## src/design/irdc_pkg.sv

```systemverilog
// shared types, widths and breakpoint curves for the ir distance curve interpolator
`default_nettype none

package irdc_pkg;

  localparam int unsigned DIST_W         = 10;
  localparam int unsigned MV_W           = 12;
  localparam int unsigned MODEL_W        = 2;
  localparam int unsigned CURVE_COUNT    = 3;
  localparam int unsigned CURVE_SLOTS    = 14;
  localparam int unsigned SEGS           = CURVE_SLOTS - 1;
  localparam int unsigned SLOT_W         = $clog2(CURVE_SLOTS);
  localparam int unsigned LEN_W          = $clog2(CURVE_SLOTS + 1);
  localparam int unsigned NUM_W          = 21;
  localparam int unsigned DEN_W          = DIST_W;
  localparam int unsigned Q_W            = MV_W;
  localparam int unsigned BITS_PER_STAGE = 3;
  localparam int unsigned DIV_STAGES     = Q_W / BITS_PER_STAGE;
  localparam int unsigned CMP_W          = DEN_W + Q_W;

  typedef logic [DIST_W-1:0] dist_tbl_t [CURVE_COUNT][CURVE_SLOTS];
  typedef logic [MV_W-1:0]   mv_tbl_t   [CURVE_COUNT][CURVE_SLOTS];
  typedef logic [LEN_W-1:0]  len_tbl_t  [CURVE_COUNT];

  localparam len_tbl_t CURVE_LEN = '{4'd14, 4'd12, 4'd12};

  localparam dist_tbl_t CURVE_DIST = '{
    '{10'd0, 10'd2, 10'd3, 10'd4, 10'd6, 10'd9, 10'd10, 10'd16, 10'd20, 10'd30,
      10'd45, 10'd50, 10'd80, 10'd600},
    '{10'd0, 10'd10, 10'd15, 10'd40, 10'd50, 10'd60, 10'd70, 10'd90, 10'd120,
      10'd140, 10'd150, 10'd600, 10'd0, 10'd0},
    '{10'd0, 10'd10, 10'd37, 10'd55, 10'd73, 10'd100, 10'd150, 10'd195, 10'd300,
      10'd450, 10'd550, 10'd600, 10'd0, 10'd0}
  };

  localparam mv_tbl_t CURVE_MV = '{
    '{12'd0, 12'd1120, 12'd720, 12'd1920, 12'd1790, 12'd2580, 12'd2600, 12'd1650,
      12'd1130, 12'd980, 12'd680, 12'd620, 12'd420, 12'd0},
    '{12'd0, 12'd2300, 12'd2750, 12'd1550, 12'd1250, 12'd1050, 12'd900, 12'd720,
      12'd550, 12'd480, 12'd450, 12'd0, 12'd0, 12'd0},
    '{12'd0, 12'd1550, 12'd3000, 12'd3080, 12'd3000, 12'd2500, 12'd2050, 12'd1800,
      12'd1560, 12'd1420, 12'd1390, 12'd1370, 12'd0, 12'd0}
  };

  typedef struct packed {
    logic [DIST_W-1:0] pos;
    logic [DIST_W-1:0] d0;
    logic [DIST_W-1:0] d1;
    logic [MV_W-1:0]   v0;
    logic [MV_W-1:0]   v1;
  } seg_t;

  typedef struct packed {
    logic [NUM_W-1:0] num;
    logic [DEN_W-1:0] den;
  } frac_t;

  typedef struct packed {
    logic [NUM_W-1:0] rem;
    logic [DEN_W-1:0] den;
    logic [Q_W-1:0]   quo;
  } div_t;

endpackage

`default_nettype wire

```

## src/design/irdc_seg_find.sv

```systemverilog
// two stages: breakpoint compares, then segment pick and endpoint fetch
`default_nettype none

module irdc_seg_find
  import irdc_pkg::*;
#(
  parameter int unsigned MAX_POINTS = 14,
  parameter int unsigned DIST_LIMIT = 600
) (
  input  wire logic               clk_i,
  input  wire logic               rst_ni,
  input  wire logic               in_valid_i,
  output      logic               in_ready_o,
  input  wire logic [DIST_W-1:0]  dist_i,
  input  wire logic [MODEL_W-1:0] model_i,
  output      logic               out_valid_o,
  input  wire logic               out_ready_i,
  output      seg_t               seg_o
);

  localparam logic [DIST_W-1:0] DistLimit = DIST_W'(DIST_LIMIT);

  logic               a_valid_q;
  logic [DIST_W-1:0]  a_dist_q;
  logic [MODEL_W-1:0] a_model_q;
  logic [SEGS-1:0]    a_hit_q, a_hit_d;
  logic               b_valid_q;
  seg_t               b_seg_q, b_seg_d;
  logic               a_ready, b_ready;
  logic [MODEL_W-1:0] in_model;
  logic               in_ok;

  assign b_ready = !b_valid_q || out_ready_i;
  assign a_ready = !a_valid_q || b_ready;
  assign in_ready_o = a_ready;

  // curve select guarded against the unused code
  assign in_ok    = (32'(model_i) < CURVE_COUNT) && (dist_i != '0) && (dist_i < DistLimit);
  assign in_model = (32'(model_i) < CURVE_COUNT) ? model_i : '0;

  always_comb begin
    for (int i = 0; i < SEGS; i++) begin
      a_hit_d[i] = in_ok
                   && (32'(i + 1) < 32'(CURVE_LEN[in_model]))
                   && (32'(i + 1) < MAX_POINTS)
                   && (dist_i >= CURVE_DIST[in_model][i])
                   && (dist_i < CURVE_DIST[in_model][i+1]);
    end
  end

  // first matching segment wins
  always_comb begin
    logic [SLOT_W-1:0]  idx;
    logic [SLOT_W-1:0]  idx_n;
    logic [MODEL_W-1:0] m;
    idx = '0;
    for (int i = SEGS - 1; i >= 0; i--) begin
      if (a_hit_q[i]) begin
        idx = SLOT_W'(i);
      end
    end
    idx_n = idx + 1'b1;
    m = (32'(a_model_q) < CURVE_COUNT) ? a_model_q : '0;
    if (|a_hit_q) begin
      b_seg_d.pos = a_dist_q;
      b_seg_d.d0  = CURVE_DIST[m][idx];
      b_seg_d.d1  = CURVE_DIST[m][idx_n];
      b_seg_d.v0  = CURVE_MV[m][idx];
      b_seg_d.v1  = CURVE_MV[m][idx_n];
    end else begin
      // no segment: zero numerator over unit span
      b_seg_d.pos = '0;
      b_seg_d.d0  = '0;
      b_seg_d.d1  = DIST_W'(1);
      b_seg_d.v0  = '0;
      b_seg_d.v1  = '0;
    end
  end

  always_ff @(posedge clk_i or negedge rst_ni) begin
    if (!rst_ni) begin
      a_valid_q <= 1'b0;
      b_valid_q <= 1'b0;
    end else begin
      if (a_ready) a_valid_q <= in_valid_i;
      if (b_ready) b_valid_q <= a_valid_q;
    end
  end

  always_ff @(posedge clk_i) begin
    if (a_ready && in_valid_i) begin
      a_dist_q  <= dist_i;
      a_model_q <= model_i;
      a_hit_q   <= a_hit_d;
    end
    if (b_ready && a_valid_q) begin
      b_seg_q <= b_seg_d;
    end
  end

  assign out_valid_o = b_valid_q;
  assign seg_o       = b_seg_q;

endmodule

`default_nettype wire

```

## src/design/irdc_num_calc.sv

```systemverilog
// two stages: weighted products and span, then numerator sum
`default_nettype none

module irdc_num_calc
  import irdc_pkg::*;
(
  input  wire logic  clk_i,
  input  wire logic  rst_ni,
  input  wire logic  in_valid_i,
  output      logic  in_ready_o,
  input  wire seg_t  seg_i,
  output      logic  out_valid_o,
  input  wire logic  out_ready_i,
  output      frac_t frac_o
);

  localparam int unsigned PROD_W = MV_W + DIST_W;

  logic              c_valid_q;
  logic [PROD_W-1:0] c_p0_q, c_p1_q;
  logic [DEN_W-1:0]  c_den_q;
  logic              d_valid_q;
  frac_t             d_frac_q;
  logic              c_ready, d_ready;
  logic [DIST_W-1:0] span_hi, span_lo;
  logic [PROD_W-1:0] sum;

  assign d_ready    = !d_valid_q || out_ready_i;
  assign c_ready    = !c_valid_q || d_ready;
  assign in_ready_o = c_ready;

  assign span_hi = seg_i.d1 - seg_i.pos;
  assign span_lo = seg_i.pos - seg_i.d0;
  assign sum     = c_p0_q + c_p1_q;

  always_ff @(posedge clk_i or negedge rst_ni) begin
    if (!rst_ni) begin
      c_valid_q <= 1'b0;
      d_valid_q <= 1'b0;
    end else begin
      if (c_ready) c_valid_q <= in_valid_i;
      if (d_ready) d_valid_q <= c_valid_q;
    end
  end

  always_ff @(posedge clk_i) begin
    if (c_ready && in_valid_i) begin
      c_p0_q  <= PROD_W'(seg_i.v0) * PROD_W'(span_hi);
      c_p1_q  <= PROD_W'(seg_i.v1) * PROD_W'(span_lo);
      c_den_q <= seg_i.d1 - seg_i.d0;
    end
    if (d_ready && c_valid_q) begin
      d_frac_q.num <= sum[NUM_W-1:0];
      d_frac_q.den <= c_den_q;
    end
  end

  assign out_valid_o = d_valid_q;
  assign frac_o      = d_frac_q;

endmodule

`default_nettype wire

```

## src/design/irdc_divider.sv

```systemverilog
// pipelined restoring divider, three quotient bits per stage
`default_nettype none

module irdc_divider
  import irdc_pkg::*;
(
  input  wire logic           clk_i,
  input  wire logic           rst_ni,
  input  wire logic           in_valid_i,
  output      logic           in_ready_o,
  input  wire frac_t          frac_i,
  output      logic           out_valid_o,
  input  wire logic           out_ready_i,
  output      logic [Q_W-1:0] quo_o
);

  logic                  valid_q   [DIV_STAGES];
  logic                  ready     [DIV_STAGES];
  logic                  src_valid [DIV_STAGES];
  div_t                  stage_q [DIV_STAGES];
  div_t                  stage_d [DIV_STAGES];
  div_t                  src     [DIV_STAGES];

  for (genvar s = 0; s < DIV_STAGES; s++) begin : g_stage
    if (s == 0) begin : g_first
      assign src[s]       = '{rem: frac_i.num, den: frac_i.den, quo: '0};
      assign src_valid[s] = in_valid_i;
    end else begin : g_next
      assign src[s]       = stage_q[s-1];
      assign src_valid[s] = valid_q[s-1];
    end

    if (s == DIV_STAGES - 1) begin : g_last
      assign ready[s] = !valid_q[s] || out_ready_i;
    end else begin : g_mid
      assign ready[s] = !valid_q[s] || ready[s+1];
    end

    always_comb begin
      logic [CMP_W-1:0] rem;
      logic [CMP_W-1:0] shifted;
      int unsigned      b;
      stage_d[s] = src[s];
      rem = CMP_W'(src[s].rem);
      for (int j = 0; j < BITS_PER_STAGE; j++) begin
        b = Q_W - 1 - s * BITS_PER_STAGE - j;
        shifted = CMP_W'(src[s].den) << b;
        if (rem >= shifted) begin
          rem = rem - shifted;
          stage_d[s].quo[b] = 1'b1;
        end
      end
      stage_d[s].rem = rem[NUM_W-1:0];
    end

    always_ff @(posedge clk_i or negedge rst_ni) begin
      if (!rst_ni) begin
        valid_q[s] <= 1'b0;
      end else if (ready[s]) begin
        valid_q[s] <= src_valid[s];
      end
    end

    always_ff @(posedge clk_i) begin
      if (ready[s] && src_valid[s]) begin
        stage_q[s] <= stage_d[s];
      end
    end
  end

  assign in_ready_o  = ready[0];
  assign out_valid_o = valid_q[DIV_STAGES-1];
  assign quo_o       = stage_q[DIV_STAGES-1].quo;

endmodule

`default_nettype wire

```

## src/design/ir_distance_curve_interp.sv

```systemverilog
// from input transfer to result: segment search, numerator, then divide, all registered
// throughput: one distance per cycle without output stall; stages stall only when full
// the 12-bit quotient is resolved 3 bits per divider stage, which sets the divider depth
// reset: rst_ni clears all stage valid bits and returns the sensor model select to 0
// top level: ir distance sensor voltage by piecewise linear interpolation
`default_nettype none

module ir_distance_curve_interp
  import irdc_pkg::*;
#(
  parameter int unsigned MAX_POINTS = 14,
  parameter int unsigned DIST_LIMIT = 600
) (
  input  wire logic               clk_i,
  input  wire logic               rst_ni,
  input  wire logic               cfg_we_i,
  input  wire logic [MODEL_W-1:0] cfg_wdata_i,    // sensor_model
  input  wire logic               s_axis_tvalid,
  output      logic               s_axis_tready,
  input  wire logic [15:0]        s_axis_tdata,   // [9:0] distance_cm
  output      logic               m_axis_tvalid,
  input  wire logic               m_axis_tready,
  output      logic [15:0]        m_axis_tdata    // [11:0] voltage_mv
);

  logic [MODEL_W-1:0] sensor_model_q;
  logic               seg_valid, seg_ready;
  seg_t               seg;
  logic               frac_valid, frac_ready;
  frac_t              frac;
  logic [Q_W-1:0]     quo;

  always_ff @(posedge clk_i or negedge rst_ni) begin
    if (!rst_ni) begin
      sensor_model_q <= '0;
    end else if (cfg_we_i) begin
      sensor_model_q <= cfg_wdata_i;
    end
  end

  irdc_seg_find #(
    .MAX_POINTS (MAX_POINTS),
    .DIST_LIMIT (DIST_LIMIT)
  ) u_seg_find (
    .clk_i       (clk_i),
    .rst_ni      (rst_ni),
    .in_valid_i  (s_axis_tvalid),
    .in_ready_o  (s_axis_tready),
    .dist_i      (s_axis_tdata[DIST_W-1:0]),
    .model_i     (sensor_model_q),
    .out_valid_o (seg_valid),
    .out_ready_i (seg_ready),
    .seg_o       (seg)
  );

  irdc_num_calc u_num_calc (
    .clk_i       (clk_i),
    .rst_ni      (rst_ni),
    .in_valid_i  (seg_valid),
    .in_ready_o  (seg_ready),
    .seg_i       (seg),
    .out_valid_o (frac_valid),
    .out_ready_i (frac_ready),
    .frac_o      (frac)
  );

  irdc_divider u_divider (
    .clk_i       (clk_i),
    .rst_ni      (rst_ni),
    .in_valid_i  (frac_valid),
    .in_ready_o  (frac_ready),
    .frac_i      (frac),
    .out_valid_o (m_axis_tvalid),
    .out_ready_i (m_axis_tready),
    .quo_o       (quo)
  );

  assign m_axis_tdata = {(16 - Q_W)'(0), quo};

endmodule

`default_nettype wire

```

## config.mk

```make
export PLATFORM = sky130hd
export DESIGN_NAME = ir_distance_curve_interp
export DESIGN_NICKNAME = d
export VERILOG_FILES = /design/src/design/irdc_pkg.sv /design/src/design/irdc_seg_find.sv /design/src/design/irdc_num_calc.sv /design/src/design/irdc_divider.sv /design/src/design/ir_distance_curve_interp.sv
export SDC_FILE = /design/constraint.sdc
export NUM_CORES = 1
export LEC_CHECK = 0
export ABC_AREA = 1
export BUFFER_PORTS_ARGS = -buffer_cell sky130_fd_sc_hd__buf_2
export CORE_MARGIN = 2
export CORE_UTILIZATION = 55
export CTS_CLUSTER_SIZE = 24
export DETAILED_ROUTE_END_ITERATION = 8
export GPL_TIMING_DRIVEN = 1
export PLACE_DENSITY = 0.76
export SLEW_MARGIN = 0
export SYNTH_ARGS = -nofsm -noshare
export SYNTH_HDL_FRONTEND = slang
export SYNTH_SLANG_ARGS = --single-unit
export TNS_END_PERCENT = 1
```

## constraint.sdc

```tcl
create_clock -name clk_i -period 9.2 [get_ports clk_i]
set_input_delay 0.92 -clock clk_i [delete_from_list [all_inputs] [get_ports clk_i]]
set_output_delay 0.92 -clock clk_i [all_outputs]
set_load 0.03 [all_outputs]
```

Yosys cells after proc, flatten, opt, wreduce, memory -nomap -nowiden

Memory sizes are Yosys's and may differ from the RTL's.
Cells that the tools add are included.

Memories: 1
Register bits: 172
Output and inout bits: 18
Word-level logic and storage cells: 242
Input port bits: 23
Memory bits (writable): 172

Muxes and demuxes: 71
$lt $le $gt $ge: 58
$add $sub $neg: 17
$mul: 2
Reductions and logical operators: 67
Bitwise gates (word level): 4

Memory list:

| memory            | words | bits a word | rd ports | clocked after Yosys merged registers in | write ports | line               | text |
|---|---|---|---|---|---|---|---|
| u_divider.stage_q | 4     | 43          | 4        | 0                                       | 4           | irdc_divider.sv:20 | `div_t stage_q [DIV_STAGES];` |

Operators by type and width:

| cell                 | count |
|---|---|
| $bmux W140 S2        | 2 |
| $mux W140            | 4 |
| $bmux W168 S2        | 1 |
| $mux W168            | 2 |
| $mux W22             | 8 |
| $ge A10 B10 Y1       | 13 |
| $lt A10 B10 Y1       | 13 |
| $bmux W12 S4         | 2 |
| $mux W21             | 4 |
| $bmux W10 S4         | 2 |
| $mux W4              | 15 |
| $logic_and A1 B1 Y1  | 49 |
| $mux W12             | 4 |
| $mul A12 B10 Y21     | 2 |
| $mux W10             | 4 |
| $sub A10 B10 Y10     | 3 |
| $lt A4 B4 Y1 const A | 6 |
| $ge A22 B10 Y1       | 1 |
| $ge A22 B11 Y1       | 1 |
| $ge A22 B13 Y1       | 1 |
| $ge A22 B14 Y1       | 1 |
| $ge A22 B16 Y1       | 1 |
| $ge A22 B17 Y1       | 1 |
| $ge A22 B19 Y1       | 1 |
| 35 further kinds     | 78 |

Longest topological paths before layout

Depth in word-level cells: 18
Depth in mapped cells: 46
Depth with buffers taken out: 43

Modules after synthesis

A second synthesis with hierarchy kept.

Cells, all modules: 4176
Area, all modules: 32138.3 um^2

By module, submodules not included:

| module                   | cells an instance | area each (um^2) | instances |
|---|---|---|---|
| irdc_num_calc            | 1564              | 12906.1          | 1 |
| irdc_divider             | 1750              | 12642.1          | 1 |
| irdc_seg_find            | 848               | 6480.0           | 1 |
| ir_distance_curve_interp | 14                | 110.1            | 1 |

Worst setup path before layout

Ideal clock, no wire load.

Path kind: reg2reg
From: register u_seg_find.b_seg_q, in the netlist u_seg_find.seg_o[46]
To: register u_num_calc.c_p1_q[18] (data pin)
Stages on the path, launching flop included: 39
Data required time: 8.935 ns
Period minus slack after synthesis: 6.789 ns
Library setup time: 0.265 ns
Arrival: 6.524 ns
Slack: 2.411 ns
Path buffers: 1
Path through: edfxtp_1 ha_1 a21oi_1 nand2_1 nand2_1 nand2_1 a21o_1 nand2_1 nand2_1 nand2_1 nand2_1 nand2_1 nand2_1 a21oi_1 inv_1 nand2_1 and2_1 clkbuf_1 [... 3 more ...] fa_1 inv_1 fa_1 inv_1 fa_1 inv_1 fa_1 inv_1 ha_1 nand2_1 nor2_1 nand2_1 o211ai_1 a31oi_1 o21ai_0 a31oi_1 o21ai_0 xor2_1

Word-level cells in the longest chain between the ends: 2

Ends and longest elaborated chain:

| what                   | line                | text |
|---|---|---|
| start, declared        | irdc_seg_find.sv:28 | `seg_t b_seg_q, b_seg_d;` |
| start signal, assigned | irdc_seg_find.sv:97 | `b_seg_q <= b_seg_d;` |
| $sub A10 B10 Y10       | irdc_num_calc.sv:33 | `assign span_lo = seg_i.pos - seg_i.d0;` |
| $mul A12 B10 Y21       | irdc_num_calc.sv:49 | `c_p1_q <= PROD_W'(seg_i.v1) * PROD_W'(span_lo);` |
| end signal, assigned   | irdc_num_calc.sv:49 |  |
| end, declared          | irdc_num_calc.sv:20 | `logic [PROD_W-1:0] c_p0_q, c_p1_q;` |

Every way passes these cells.
A chain may end at the register's enable or synchronous reset.

Worst setup path in the final report

From: register u_seg_find.b_seg_q, in the netlist u_seg_find.seg_o[44]
To: register u_num_calc.c_p1_q[18] (data pin)

Same word-level chain as after synthesis.

==> run metrics <==
port buffer count 30; total grt overflow 0; antenna violations before repair 1; Filler cells 4924; YS warnings 0; FMAX 134 MHz; I/O pins 41; asr flop ratio synth 3.41%; Hold WC Path Type in2async; GPL Wtd Cong roughly 0.98; Synth Flop Type edfxtp_1; most frequent cells in the layout nand2_1 (861), inv_1 (651), nor2_1 (339), ha_1 (330), edfxtp_1 (283); CP Capture Type register; Initial DRT Pass Iterations 6; Global Route Usage Sum 28.2%; Pins Over Slew Limit 0; TritonCTS Buffers 34; CTS tree done; vias per inst 5.55; Setup WS post-layout 1.73 ns; pre-CTS setup slack 1.78 ns; worst endpoint data arrival time 7.77 ns; Reg2Reg Depth 35; die width 240 µm; DR iter-0 viols ~1.7k; Crit Path Max Fanout 7; Residual DRC 0; fin nets ~4.4k; ANT nets after route 0; clock sink count 293; multi-input logic area approximately 19000 µm²; CP max stage delay 0.56 ns; skew final 0.0188 ns; largest net degree at the start of global routing 53; Post-synth EDFFs between 200 and 300; clk slew on worst S/H paths 0.06 ns; total negative slack 0 ns; clk_lat worst skew 0.56 ns; crit start category register; Hold-fix buffers, CTS 0; die area roughly 58000 µm²; critical path class reg2reg; commonest non-fill, non-tap cell in the layout nand2_1; DP Wirelength 63500 µm; Yosys reg bits 293; cell area after synthesis 30700 µm²; number of global-route vias before repair 25.8k; Final Cycle Share 81.2%; syn avg cell area 7.93 µm²; RSZ-0062 raised after global routing no; required time of the worst setup path 9.49 ns; Area Growth Syn to Fin 6.42%; status complete, no violations; antenna fix cells 0; Cells after Synth 3877; Post-CTS Setup Bufs 0; Worst R2R End u_num_calc.c_p1_q[18]; share of layout cells above drive strength 1 4.80%; Vert. Die Dim 240 µm; slowest cell on the critical path fa_1; R2R Setup Slk 1.73 ns; CTS resizes 0; row count 86; Seq/Total Area, Yosys 28.5%; CTS Buffer Depth 3; Root Buffer clkbuf_16; RR Startpoint u_seg_find.seg_o[44]; Core Area 55200 µm²; via count 26.0k; first-pass GRT wire length 129000 µm; Max H-tree Level 2; final period demand of the worst path 7.47 ns; Routed WL slightly below 80000 µm; Hold Vio Cnt, Final 0; # setup viols final 0; Worst slew margin 22.9%; initial core utilization 55.7%; register area 8750 µm²; Slew @ Worst Pin between 1 and 1.5 ns; # Max-Cap Violations 0; Final Util slightly below 60%; synth unique cells 69; most used cell along the critical path inv_1; drt wl/cell 16.9 µm
==> critical path: cells and delay by family (launching register included) <==
kind / cells / cell delay (ns)
compound gates: 10 / 1.62
buf+inv: 8 / 0.64
fa+ha+maj: 8 / 3.54
simple gates: 8 / 0.93
flops: 1 / 0.39
xor+xnor: 1 / 0.08
==> layout make-up <==
type	count	area share, %
clock buffer	44	2.78
clock inverter	15	0.471
inverter	669	7.68
multi-input combinational	2873	58.8
sequential	293	26.7
tap	748	2.86
timing repair buffer	40	0.689
==> routing by layer <==
| metal | global-route usage, % | part of all wire (%) | vias to the layer above |
|---|---|---|---|
| met5 | 0 | 0.016 | - |
| met4 | 14.8 | 6.0 | 2 |
| met3 | 3.86 | 5.2 | 279 |
| met2 | 50.2 | 49 | 833 |
| met1 | 32.9 | 39 | 12050 |
| li1 | - | - | 12837 |
==> worst max path at each step <==
| stage | startpoint | end | slack (ns) | cells after the start |
|---|---|---|---|---|
| 2_1_floorplan | u_seg_find.seg_o[46] | u_num_calc.c_p1_q[18] | 2.41 | 38 |
| 3_3_place_gp | u_seg_find.seg_o[44] | u_num_calc.c_p1_q[18] | 1.90 | 35 |
| 3_5_place_dp | u_seg_find.seg_o[44] | u_num_calc.c_p1_q[18] | 1.78 | 35 |
| 4_1_cts | u_seg_find.seg_o[44] | u_num_calc.c_p1_q[18] | 1.75 | 35 |
| 5_1_grt | u_divider.stage_q[1][19] | u_divider.stage_q[2][31] | 0.83 | 39 |
| 6_report | u_seg_find.seg_o[44] | u_num_calc.c_p1_q[18] | 1.73 | 35 |
==> cells by family after synthesis <==
| group | share of synthesized area (%) |
|---|---|
| other cells | 0.0244 |
| fa+ha+maj | 24.2 |
| buf+inv | 9.27 |
| compound gates | 10.8 |
| simple gates | 22.5 |
| mux | 0.0366 |
| xor+xnor | 4.73 |
| flops | 28.5 |
==> through the flow <==
step	instance area (µm²)	hold WS, ns	cells
floorplan	30800	0.400	3898
global placement	31600	0.400	4623
detailed placement	31600	0.405	4623
CTS	32700	0.229	4682
global route	32700	0.252	4682
finish	32700	0.250	4682
==> registers in the layout, summed over array words and instances, names as in the netlist <==
signal,cells
u_num_calc.c_p0_q,21
sensor_model_q,2
u_num_calc.out_valid_o,1
u_divider.out_valid_o,1
u_num_calc.c_valid_q,1
u_divider.src_valid,3
u_num_calc.c_p1_q,21
u_seg_find.a_valid_q,1
u_seg_find.out_valid_o,1
u_seg_find.a_model_q,2
u_seg_find.seg_o,52
u_num_calc.frac_o,31
u_seg_find.a_hit_q,13
u_num_calc.c_den_q,10
u_seg_find.a_dist_q,10
u_divider.stage_q,123
==> synthesized netlist by cell type (all sizes together) (4+ instances only) <==
cell,n,share of area [%]
a211oi,10,0.24
a21boi,5,0.13
a21o,11,0.27
a21oi,235,3.8
a221oi,4,0.11
a31oi,27,0.55
and2,7,0.14
buf,25,0.64
clkbuf,38,0.47
clkinv,6,0.073
dfrtp,10,0.81
edfxtp,283,28
fa,165,11
ha,330,13
inv,663,8.1
nand2,884,11
nand3,188,3.5
nand3b,11,0.27
nand4,58,1.2
nor2,355,4.5
nor3,59,1.0
nor4,8,0.16
o211ai,22,0.54
o21ai,210,3.5
o21bai,14,0.34
o221ai,7,0.20
o22ai,8,0.16
o31ai,12,0.31
or2,22,0.45
xnor2,62,1.8
xor2,104,3.0
Power is left out: the tool's default activity adds up to more than one toggle a clock period on the data nets, which glitch-free logic cannot reach.
